--- config.mk ---
export PLATFORM = sky130hd
export DESIGN_NAME = cbfs_ram
export DESIGN_NICKNAME = d
export VERILOG_FILES = /design/src/cbfs_ram.sv
export SDC_FILE = /design/constraint.sdc
export NUM_CORES = 1
export LEC_CHECK = 0
export ABC_AREA = 1
export ABC_CLOCK_PERIOD_IN_PS = 1770
export BUFFER_PORTS_ARGS = -buffer_cell sky130_fd_sc_hd__buf_2
export CAP_MARGIN = 5
export CORE_UTILIZATION = 36
export DETAILED_ROUTE_END_ITERATION = 16
export GPL_TIMING_DRIVEN = 0
export PLACE_DENSITY = 0.57
export SYNTH_ARGS = -nofsm -noshare
export SYNTH_HDL_FRONTEND = slang
export SYNTH_SLANG_ARGS = --single-unit
--- constraint.sdc ---
create_clock -name clk -period 1.77 [get_ports clk]
set_input_delay 0.2655 -clock clk [delete_from_list [all_inputs] [get_ports clk]]
set_output_delay 0.2655 -clock clk [all_outputs]
set_load 0.05 [all_outputs]
--- src/cbfs_ram.sv ---
`timescale 1ns / 1ps
`default_nettype none
// ----------------------------------------------------------------------------
// cbfs_ram
// Generic single-port RAM with registered read.
// ----------------------------------------------------------------------------
module cbfs_ram #(
	parameter int WIDTH = 8,
	parameter int DEPTH = 16
) (
	input  wire logic                     clk,
	input  wire logic                     we,
	input  wire logic [$clog2(DEPTH)-1:0] addr,
	input  wire logic [WIDTH-1:0]         wdata,
	output logic      [WIDTH-1:0]         rdata
);
	logic [WIDTH-1:0] mem_q [DEPTH];

	always_ff @(posedge clk) begin
		if (we) begin
			mem_q[addr] <= wdata;
		end
		rdata <= mem_q[addr];
	end
endmodule
`default_nettype wire

# [Word-level counts from Yosys, hierarchy flattened]
# Memories as Yosys holds them, arrays and structs flattened. A register that Yosys moved wholly into a read port is not among the register bits.
# Index checks and enable logic that the tools add are counted.
[word_totals] ff_bits=0 latch_bits=0 ramBits=128 romBits=0 input_bits=14 elab_cells=3 mem_count=1
[mem_list] name="mem_q" depth=16 width=8 read_ports=1 rd_clocked_by_memory_dff=1 write_ports=1 line="17" rtl="logic [WIDTH-1:0] mem_q [DEPTH];"
[classes] add_sub_neg=0 multipliers=0 div=0 magnitude_cmp=0 n_eq_ne=0 n_shift=0 mux=2 bitwise=0 n_reduce_logical=0
[op_table] operator="1-bit 2-to-1 mux" count=2

# [Longest topological paths before layout]
# Gate-level depths: netlist (run 1).
[logic_depth] ltp_word=2 ltp_mapped=11 mapped_depth_nobuf=9

# [Least setup slack after synthesis (run 1)]
# OpenSTA, ideal clock, no wires.
[synth_path] path_type="input port to flip-flop" startpoint="input port addr[1]" endpoint="memory mem_q[3][0] (enable)" setup_ns=0.370 t_arrival_ns=1.272 required_ns=1.400 slack_ns=0.127 path_stages=4 n_path_buf=2 path_cell_list="buf_2 clkbuf_1 nand3_1 nor2_1"
[synth_rtl] element="from (decl)" line="13" rtl="input wire logic [$clog2(DEPTH)-1:0] addr,"
[synth_rtl] element="to (decl)" line="17"
# No word-level cell before the write port.

# [Final worst setup path (run 1)]
[layout_path] startpoint="input port addr[1]" endpoint="memory mem_q[11][6] (enable)"
# No word-level cell before the write port.

==> results.md, run 1 <==
Global route:
- Entering global routing, the biggest net connects 17 pins.
- The first global-routing pass estimated 19.7 mm of wire.
- The initial antenna violation count is 0.
- The total congestion overflow after global routing is 0.
- The total global-route track usage is 17.1%.
- The via count of the first global-routing pass is 3518.

Placed design:
- The post-placement cell area is 5930 um2.
- The congestion estimate from routability-driven global placement came to 0.826.
- During placement, the flow inserted port buffers numbering 20.
- Prior to clock tree synthesis, the placed netlist has a worst setup slack of -0.544 ns.
- The HPWL after detailed placement is 8.19 mm.
- The cell count after placement is 756.

Worst setup path:
- The count of cells along the worst register-to-register path is 8.
- The highest net fanout along the worst path is 10.
- The start-to-end type of the worst setup path is primary input to register.
- STA classifies the critical path startpoint as a primary input.
- The family with the most delay on the worst path is simple AND/OR/NAND/NOR gates.
- The data required time of the critical path is 1.82 ns.
- The longest individual stage delay on the worst path is 0.69 ns.
- On the critical path, the stage with the largest delay is an instance of nor2_1.
- The data arrival time of the worst path is 1.94 ns.
- The number of buffers and inverters on the critical path is 2.
- The critical path crosses 4 cells after its start point.
- Traced cell by cell, the critical path runs through buf_2, clkbuf_1, nand3_1, nor2_1.
- The worst setup path is captured at a register.

Clock network:
- The deepest clock path buffer count is 2.
- CTS built an H-tree with a depth of 4.
- After clock tree synthesis, the clock-pin slew on the worst setup and hold paths is 0.06 ns.
- The clock tree root buffer cell is clkbuf_16.
- The clock latency of the later-clocked register in the worst-skew pair is 0.42 ns.
- The number of buffers added by the clock tree synthesis step is 17.
- The clock sink count is 136.
- The number of buffers added to fix hold violations after cts is 0.
- The TritonCTS clock tree is yes.
- The number of buffers inserted to repair setup after CTS is 0.

Floorplanning:
- The floorplan has 45 rows.
- Once the floorplan was initialized, standard cells occupied 36.8% of the core.
- The standard cell core area is 15200 um2.
- The overall die area is 16000 um2.
- The number of top-level design ports is 22.
- The die span in y is 127 um.
- The die outline width is 127 um.

Yosys:
- The average instance in the mapped netlist occupies 10.2 um2.
- The synthesized design spends more area on one cell type than any other, namely edfxtp_1.
- The area fraction of the dominant cell type after synthesis is 68.7%.
- After synthesis, the cell types taking the most area are edfxtp_1 (69%), nand2_1 (23%), dfxtp_1 (2.9%).
- By area, the combinational part of the netlist is dominated by simple AND/OR/NAND/NOR gates.
- The post-synthesis register bit count is 136.
- The xor/xnor cell area share of the yosys netlist is 0%.
- The share of synthesized cell area in and, or, nand and nor gates is 24.8%.
- In the synthesized netlist, the number of instances is 548.
- The post-synthesis adder-cell area fraction is 0%.
- The number of distinct library cell variants in the gate-level netlist after synthesis is 11.
- The proportion of synthesized area in mux cells is 0%.
- The total nets after synthesis is 562.
- The Yosys step of the flow raised 0 warnings.
- The combined area of all synthesized cells is 5590 um2.
- Summing the areas of all compound-gate instances in the mapped netlist gives 0% of the synthesized area.
- Sequential cells were found to cover 71.6% of the synthesized design area.

Timing:
- The clock tree skew after final layout is 0.00575 ns.
- The timing-limited maximum frequency is 528 MHz.
- The number of pins with negative max-slew slack in the final report came to 0.
- The total setup violations reported at the end of the flow is 40.
- After layout, the worst path uses 107% of the clock period.
- At the pin with the least slew margin, the transition time is 0.774 ns.
- Setup slack on the critical path of the routed design comes to -0.122 ns.
- The number of endpoints with negative hold slack in the final report is 0.
- The final critical path time including I/O delays and setup is 1.89 ns.
- Headroom to the max-slew limit came out at 48.2%.
- Setup repair after global routing could not meet its margin everywhere.

Finish:
- The ratio of cells with drive above 1 in the final layout is 12.5%.
- Once layout is complete, the cells apart from fillers number 786.
- The number of antenna diodes is 0.
- The net count of the finished layout is 601.
- The filler cells instantiated in the layout total 1457.
- The area growth from synthesis to layout is 16.2%.
- The final cell utilization of the core is 42.7%.
- The sequential cell area is 4000 um2.
- The multi-input combinational cell area is 1410 um2.
- With fillers left out, the area of the finished cells amounts to 6500 um2.

Routing:
- The detail-routed net length per standard cell is 16.3 um.
- The violation count after the first detailed-routing iteration is 269.
- The number of search-and-repair iterations in the first detailed-routing pass is 5.
- For this block, the via count after detailed routing is 3660.
- The detail route stage leaves a number of antenna-violating nets equal to 0.
- For this block, the routed nets add up to 12.8 mm of wire.
- After detailed routing, the number of remaining DRC violations is 0.
- The per-cell via count in the routed design is 4.66.

Power and ir drop:
- Summed over all cells, the static leakage comes to 2.76 nW.
- In this run the power density over the cells is 1140 nW/um2.
- The worst-case IR drop observed on VDD is 0.599 mV.
- Power comes to 7.42 mW.

Min path:
- Along the worst hold path, the cell count comes to 1.
- In this run the worst hold path is classified as primary input to register.

Status:
- The final reports fail on setup timing.
- The run finished, with violations left.

Job:
- The number of max-cap violations is 0.
Yosys cell counts:
master    count
edfxtp_1    128
dfxtp_1       8
buf_4         6
nand2_1     346
buf_2        12
clkbuf_1      3
inv_1        21
clkinv_1      1
nand3_1       4
nor2_1       18
inv_2         1
sequential cells by signal, summed over array words and instances, names as in the netlist:
signal / count
mem_q: 128
rdata: 8
path summary, 6_finish.rpt:
path                                       startpoint  slack (ns)                      to
worst max-delay path                          addr[1]       -0.12  mem_q[11][6]$_DFFE_PP_
worst min-delay path                         wdata[7]        0.27   mem_q[5][7]$_DFFE_PP_
worst max register to register  mem_q[1][2]$_DFFE_PP_        0.72        rdata[2]$_DFF_P_
worst min register to register  mem_q[0][0]$_DFFE_PP_        0.71        rdata[0]$_DFF_P_
metal layers:
metal	GRT usage [%]	up-vias	routed length [um]	share of wire (%)
met5	0	-	0	0
met4	7.94	0	274	2.1
met3	3.16	19	840	6.6
met2	27.0	129	6110	48
met1	22.8	1686	5550	43
li1	-	1826	-	-
through the flow:
step           setup TNS, ns  hold slack [ns]
2_1_floorplan              0            0.364
4_1_cts                -2.55            0.271
6_report               -2.72            0.265
3_5_place_dp          -55.64            0.708
3_3_place_gp          -50.98            0.711
5_1_grt                -7.61            0.291
cell families (layout without fill, tap and decap cells):
| kind of cell | after synthesis | count (layout) |
|---|---|---|
| simple gates | 368 | 368 |
| flops | 136 | 136 |
| buf+inv | 44 | 94 |
repair_timing:
action	4_1_cts	5_1_grt
pin swaps	0	0
endpoints found under the setup margin	48	120
resized for setup	1	9
where the power goes:
part | internal (mW) | switching [mW]
combinational | 0.124 | 0.398
sequential | 3.60 | 0.0172
clock | 2.04 | 1.25
cell usage in the layout (no fill, tap or decap), types with 6 or more instances in the layout:
cell type / netlist / routed
clkbuf_1: 3 / 6
edfxtp_1: 128 / 128
inv_1: 21 / 21
dfxtp_1: 8 / 8
nand2_1: 346 / 346
buf_4: 6 / 6
buf_2: 12 / 32
nor2_2: 0 / 10
clkbuf_16: 0 / 17
nor2_1: 18 / 8
area by class of cell:
class,count,share of cell area [%]
multi-input combinational,368,21.7
clock inverter,10,1.64
clock buffer,20,6.72
inverter,23,1.33
timing repair buffer,20,1.54
tap,188,3.62
buffer,21,1.79
sequential,136,61.6
Power figures use the tool's default switching activity.
==> run 2: changes to the inputs <==
Settings changed: BUFFER_PORTS_ARGS -buffer_cell sky130_fd_sc_hd__buf_2 to unset, DONT_BUFFER_PORTS set to 1, PLACE_DENSITY 0.57 to 0.56, SETUP_SLACK_MARGIN set to 0.4.
==> run 2 against run 1 <==
  * The flow now finishes without violations
  * Power increased by 0.94%
  * Highest routed layer unchanged
  * Critical path depth unchanged
  * Routed wire length increased by 2.3%
  * Clock skew increased by 0.0056 ns
  * Sequential power increased by 2%
  * Die area unchanged
  * Count of clock-buffer cells in the layout decreased by 2
  * Worst hold slack got worse by 0.058 ns
  * Final cell count decreased by 0.76%
  * Core utilization increased by 1.3 points
  * Register-to-register slack about the same
==> results.md, run 2 (synthesis gave the netlist of run 1 again) <==
Routing:
- The count of unresolved DRC violations after routing is 0 (unchanged).
- The sum of routed wire length over all layers is 13.1 mm (+2.3%).
- The violation count after the first detailed-routing iteration is 201 (-25%).
- The number of search-and-repair iterations in the first detailed-routing pass came to 5 (unchanged).
- The per-cell via count in the routed design is 4.58 (-1.5%).
- The detail-routed net length per standard cell is 16.8 um (+3.1%).
- The total via count after detailed routing was 3576 (-2.3%).
- The number of routed nets with antenna violations is 0 (unchanged).

Floorplanning:
- The number of placement rows is 45 (unchanged).
- The number of top-level design ports is 22 (unchanged).
- The standard cell core area came to 15200 um2 (unchanged).
- The die span in y is 127 um (unchanged).
- The die outline width came to 127 um (unchanged).
- The overall die area is 16000 um2 (unchanged).
- The initial core utilization is 36.8% (unchanged).

Worst setup path:
- On the critical path, the stage with the largest delay is an instance of nor2_4.
- The critical path goes through buf_2, clkbuf_2, nand3_2, nor2_4.
- The origin of the critical flop-to-flop path is mem_q[7][6]$_DFFE_PP_.
- The worst setup path is launched from a primary input.
- The slack of the worst reg-to-reg path is 0.72 ns (about the same).
- The highest net fanout along the worst path was 10 (unchanged).
- The data required time of the critical path came to 1.86 ns (+0.04 ns).
- The start-to-end type of the worst setup path is primary input to register.
- The longest individual stage delay on the worst path was 0.33 ns (-0.36 ns).
- The most critical setup path has its startpoint at addr[1].
- The kind of capture point of the worst setup path is a register.
- The data arrival time of the worst path is 1.42 ns (-0.52 ns).

Finish:
- The number of nets in the finished design came to 593 (-1.3%).
- The number of antenna diodes is 0 (unchanged).
- The top cell types in the final layout, fill and taps aside, are nand2_1 (346), edfxtp_1 (128), inv_1 (21), clkbuf_16 (17), nor2_4 (16).
- The area growth from synthesis to layout is 19.6%.
- The cell area after layout was 6690 um2 (+3.0%).
- The commonest non-fill, non-tap cell in the layout is nand2_1.
- The number of flip-flops in the largest register was 128 (unchanged).
- mem_q holds more flip-flops than any other register.
- In the final layout, the registers with the most flip-flops are mem_q x128, rdata x8.
- The ratio of cells with drive above 1 in the final layout is 12.5% (-0.042 points).
- The final cell utilization of the core is 44.0% (+1.3 points).

Clock network:
- The clock latency of the later-clocked register in the worst-skew pair was 0.42 ns (about the same).
- The clock edge transition at the registers on the reported setup and hold paths is 0.05 ns (about the same).
- The clock sink count was 136 (unchanged).
- The H-tree depth is 4 (unchanged).
- The deepest clock path buffer count is 2 (unchanged).
- The clock tree root buffer cell is clkbuf_16.
- The post-cts gate resize count was 0 (-1).
- The number of buffers added by the clock tree synthesis step came to 17 (unchanged).
- The TritonCTS clock tree is yes.

Placed design:
- The HPWL after detailed placement is 8.32 mm (+1.5%).
- The final RePlAce weighted congestion is 0.814 (-1.5%).
- The worst setup slack before clock tree synthesis is 0.00129 ns (+0.546 ns).
- The quantity of I/O buffers inserted on ports is 0 (-100%).
- The post-placement cell area is 5990 um2 (+1.1%).

Power and ir drop:
- The total power per unit cell area is 1120 nW/um2 (-2.0%).
- The total leakage power is 2.76 nW (-0.16%).
- The highest ir drop seen on vdd came to 0.810 mV (+35%).

Timing:
- The tightest hold margin is 0.207 ns (-0.0579 ns).
- The worst setup margin is 0.437 ns (+0.560 ns).
- The total setup violations reported at the end of the flow was 0 (-100%).
- The clock tree skew after final layout is 0.0114 ns (+0.00562 ns).
- Setup repair after global routing left no endpoint under its margin.
- The number of endpoints with negative hold slack in the final report was 0 (unchanged).
- The slew of the pin with the lowest slew margin is 0.810 ns (+0.0361 ns).
- The accumulated negative setup slack is 0 ns (+2.72 ns).
- The worst max-slew margin expressed relative to the limit was 45.8% (-2.4 points).
- The timing-limited maximum frequency is 750 MHz (+42%).
- The number of pins with negative max-slew slack in the final report is 0 (unchanged).
- The period utilization was 75.3% (-32 points).
- The final critical path time including I/O delays and setup is 1.33 ns (-0.560 ns).

Global route:
- The total congestion overflow after global routing is 0 (unchanged).
- The initial antenna violation count is 0 (unchanged).
- The maximum number of pins on one net before global-route repair is 17 (unchanged).
- The via count of the first global-routing pass was 3583 (+1.8%).
- The wire length of the first global-routing pass is 20.2 mm (+2.7%).
- The total global-route track usage is 17.6% (+0.57 points).

Min path:
- The launch point of the worst hold path is addr[3].
- The path category of the worst min-delay check is primary input to register.

Job:
- The number of max-cap violations is 0 (unchanged).

Status:
- The run finished with clean final reports.
## run 2: changes by cell type in the layout (fill, tap and decap cells not counted), sizes merged
cell,delta
buf,-16
clkinvlp,+1
clkbuf,-2
clkinv,+3
dlygate4sd3,+8
## run 2: final cells by class
class                           instances  area, um2
Tap cell                              188        235
Inverter                               23       86.3
Clock inverter                         14        134
Timing Repair Buffer                   12        135
Clock buffer                           18        429
Multi-Input combinational cell        368       1550
Sequential cell                       136       4000
Fill cell                            1404       8510
Buffer                                 21        120
## run 2: repair_timing
action                                 in CTS  in global routing
endpoints found under the hold margin     128                  0
setup buffers                               0                  4
hold buffers                                8                  0
setup endpoints to repair                   0                 25
## run 2: worst max-delay path, delay by kind of cell
kind	cells	cell delay, ns
buffers and inverters	2	0.51
and+or+nand+nor	2	0.64
## run 2: final timing paths
kind	to	cells after the start
worst max-delay path	mem_q[11][0]$_DFFE_PP_	4
worst min register to register	rdata[4]$_DFF_P_	8
worst max register to register	rdata[6]$_DFF_P_	8
worst min-delay path	rdata[7]$_DFF_P_	5
## run 2: layer usage
layer / share of wire (%) / up-vias / GRT usage, %
met5: 0 / - / 0
met4: 0.85 / 0 / 5.95
met3: 6.6 / 7 / 5.23
met2: 48 / 84 / 28.0
met1: 44 / 1670 / 23.1
li1: - / 1815 / -
## run 2: metrics by stage
step	total power [mW]	instances
3_5_place_dp	4.15	736
3_3_place_gp	4.15	736
6_report	7.49	780
5_1_grt	7.75	780
4_1_cts	7.55	776
2_1_floorplan	4.04	548
## run 2: power breakdown
| group | leakage [nW] | total (mW) | switching [mW] | internal, mW |
|---|---|---|---|---|
| sequential | 1.22 | 3.70 | 0.0973 | 3.60 |
| clock | 0.264 | 3.34 | 1.29 | 2.05 |
| combinational | 1.27 | 0.451 | 0.328 | 0.123 |
==> run 3: changes to the inputs <==
Settings changed: ABC_CLOCK_PERIOD_IN_PS 1770 to 1200, PLACE_DENSITY 0.56 to 0.58.
Clock period 1.77 ns to 1.2 ns, I/O delays scaled along.
==> run 3 against run 2 <==
  * The flow now finishes with violations (hold timing)
  * Worst hold slack got worse by 0.36 ns
  * Core utilization up 3.0 points
  * Clock power increased by 65%
  * Non-clock buffer count rose by 12
  * Combinational power is 64% higher
  * Sequential cell count is the same
  * Die area unchanged
  * Final cell count increased by 1.5%
==> results.md, run 3 (synthesis gave the netlist of run 1 again) <==
Status:
- The flow ran to the end, but the final reports show violations.
- The final reports fail on hold timing.

Floorplanning:
- The initial core utilization is 36.8% (unchanged).
- The standard cell core area was 15200 um2 (unchanged).
- The die outline width is 127 um (unchanged).
- The number of placement rows came to 45 (unchanged).
- The overall die area is 16000 um2 (unchanged).
- The number of top-level design ports came to 22 (unchanged).
- The die span in y is 127 um (unchanged).

Worst setup path:
- The number of gates on the worst path with buffers counted was 0 (-4).
- The worst setup path is captured at an output pin.
- The data arrival time of the worst path is 0.86 ns (-0.56 ns).
- The highest net fanout along the worst path came to 1 (-9).
- The count of cells along the worst register-to-register path is 8 (unchanged).
- The start-to-end type of the worst setup path is register to output pin.
- The sort of element at the start of the critical path is a register.
- The data required time of the critical path came to 1.02 ns (-0.84 ns).

Routing:
- The total via count after detailed routing is 3751 (+4.9%).
- The violation count after the first detailed-routing iteration is 325 (+62%).
- The number of search-and-repair iterations in the first detailed-routing pass is 5 (unchanged).
- The number of routed nets with antenna violations was 0 (unchanged).
- The per-cell via count in the routed design is 4.74 (+3.3%).
- The count of unresolved DRC violations after routing is 0 (unchanged).
- The sum of routed wire length over all layers is 13.5 mm (+3.5%).
- The detail-routed net length per standard cell is 17.1 um (+2.0%).

Clock network:
- The number of buffers added to fix hold violations after cts was 3 (-5).
- The deepest clock path buffer count was 2 (unchanged).
- The clock edge transition at the registers on the reported setup and hold paths is 0.06 ns (about the same).
- The TritonCTS clock tree is yes.
- The H-tree depth was 4 (unchanged).
- CTS placed an instance of clkbuf_16 at the clock tree root.
- The number of buffers added by the clock tree synthesis step is 17 (unchanged).
- The clock sink count came to 136 (unchanged).
- The clock latency of the later-clocked register in the worst-skew pair is 0.43 ns (about the same).

Power and ir drop:
- The total power per unit cell area is 1640 nW/um2 (+46%).
- The total leakage power came to 2.96 nW (+7.3%).
- The highest ir drop seen on vdd is 1.18 mV (+46%).

Placed design:
- The final RePlAce weighted congestion came to 0.866 (+6.4%).
- The HPWL after detailed placement is 8.43 mm (+1.3%).
- The quantity of I/O buffers inserted on ports is 0 (unchanged).

Finish:
- The area growth from synthesis to layout is 27.7%.
- The number of nets in the finished design is 605 (+2.0%).
- Leaving out fill and tap cells, the most frequent cell in the layout is nand2_1.
- In the layout the commonest cells are nand2_1 (327), edfxtp_1 (128), nand2_2 (19), nor2_4 (18), clkbuf_16 (18).
- The filler cell count in the final layout is 1372 (-2.3%).
- The ratio of cells with drive above 1 in the final layout was 21.7% (+9.2 points).
- The number of flip-flops in the largest register is 128 (unchanged).
- The number of antenna diodes came to 0 (unchanged).
- The largest registers in the layout are mem_q x128, rdata x8.
- The final cell utilization of the core is 47.0% (+3.0 points).
- The largest register by flop count is mem_q.

Global route:
- The initial antenna violation count is 0 (unchanged).
- The via count of the first global-routing pass was 3774 (+5.3%).
- The layer flagged by global routing as most heavily used is met2.
- The met2 track demand over resource in global routing was 29.3% (+1.3 points).
- The met3 layer usage reported by global route is 6.33% (+1.1 points).
- The met1 usage is 23.8% (+0.77 points).
- The total global-route track usage is 18.5% (+0.91 points).
- The maximum number of pins on one net before global-route repair came to 17 (unchanged).
- The total congestion overflow after global routing was 0 (unchanged).
- The wire length of the first global-routing pass is 20.9 mm (+3.4%).

Timing:
- The number of pins with negative max-slew slack in the final report is 0 (unchanged).
- The clock tree skew after final layout was 0.00847 ns (-0.00290 ns).
- The tightest hold margin is -0.153 ns (-0.360 ns).
- The slew of the pin with the lowest slew margin is 0.775 ns (-0.0348 ns).
- Of the available clock period, the critical path in the final layout requires 86.9%.
- Setup repair after global routing could not meet its margin everywhere.
- The number of endpoints with negative hold slack in the final report is 80 (+80).
- The worst max-slew margin expressed relative to the limit is 48.3% (+2.5 points).
- Static timing analysis puts the maximum clock frequency at 959 MHz.
- Subtracting the final worst setup slack from the clock period gives 1.04 ns.
- The total setup violations reported at the end of the flow is 0 (unchanged).

Min path:
- The path category of the worst min-delay check is primary input to register.
- The cell depth of the worst min-delay path was 0 (-5).

Job:
- The number of max-cap violations is 0 (unchanged).
-- run 3: changes by cell type in the layout (fill, tap and decap cells not counted), sizes merged --
| cell | change |
|---|---|
| clkinvlp | -2 |
| dlygate4sd3 | -8 |
| clkinv | -1 |
| buf | +16 |
| dlymetal6s4s | +3 |
| clkbuf | +2 |
| bufinv | +2 |
-- run 3: cell type report --
cell class / instances / area, um2 / share of cell area, %
sequential: 136 / 4030 / 56.5
multi-input combinational: 368 / 1620 / 22.7
clock buffer: 19 / 453 / 6.34
timing repair buffer: 24 / 300 / 4.20
tap: 188 / 235 / 3.29
buffer: 21 / 211 / 2.96
clock inverter: 13 / 176 / 2.47
inverter: 23 / 115 / 1.61
-- run 3: where the power goes --
group	internal (mW)	switching (mW)
sequential	5.32	0.143
clock	3.56	1.95
combinational	0.268	0.472
total	9.15	2.56
-- run 3: metal layers --
metal  up-vias  part of all wire (%)
li1       1848                     -
met4         0                   1.2
met5         -                     0
met3        13                   6.7
met2       108                    48
met1      1782                    45
-- run 3: final timing paths --
| path | from | to | slack (ns) |
|---|---|---|---|
| worst max-delay path | rdata[6]$_DFF_P_ | rdata[6] | 0.16 |
| worst min-delay path | wdata[0] | mem_q[10][0]$_DFFE_PP_ | -0.15 |
| worst max register to register | mem_q[13][2]$_DFFE_PP_ | rdata[2]$_DFF_P_ | 0.20 |
| worst min register to register | mem_q[9][0]$_DFFE_PP_ | rdata[0]$_DFF_P_ | 0.72 |
-- run 3: timing repair --
item                                    CTS  global route
cloned                                    0             1
gates resized for setup                  24            23
endpoints found under the setup margin  142           168
endpoints found under the hold margin   128            80
pin swaps                                36            31
setup buffers                            13             7
-- run 3: through the flow --
stage	instances	instance area, um2	power [mW]	TNS (ns)	setup WS [ns]
floorplan	548	5890	6.00	0	0.0704
global placement	736	6130	6.16	-12.25	-0.138
detailed placement	736	6130	6.16	-13.69	-0.153
CTS	784	7010	11.7	0	0.134
global route	792	7140	12.1	0	0.0886
finish	792	7140	11.7	0	0.158
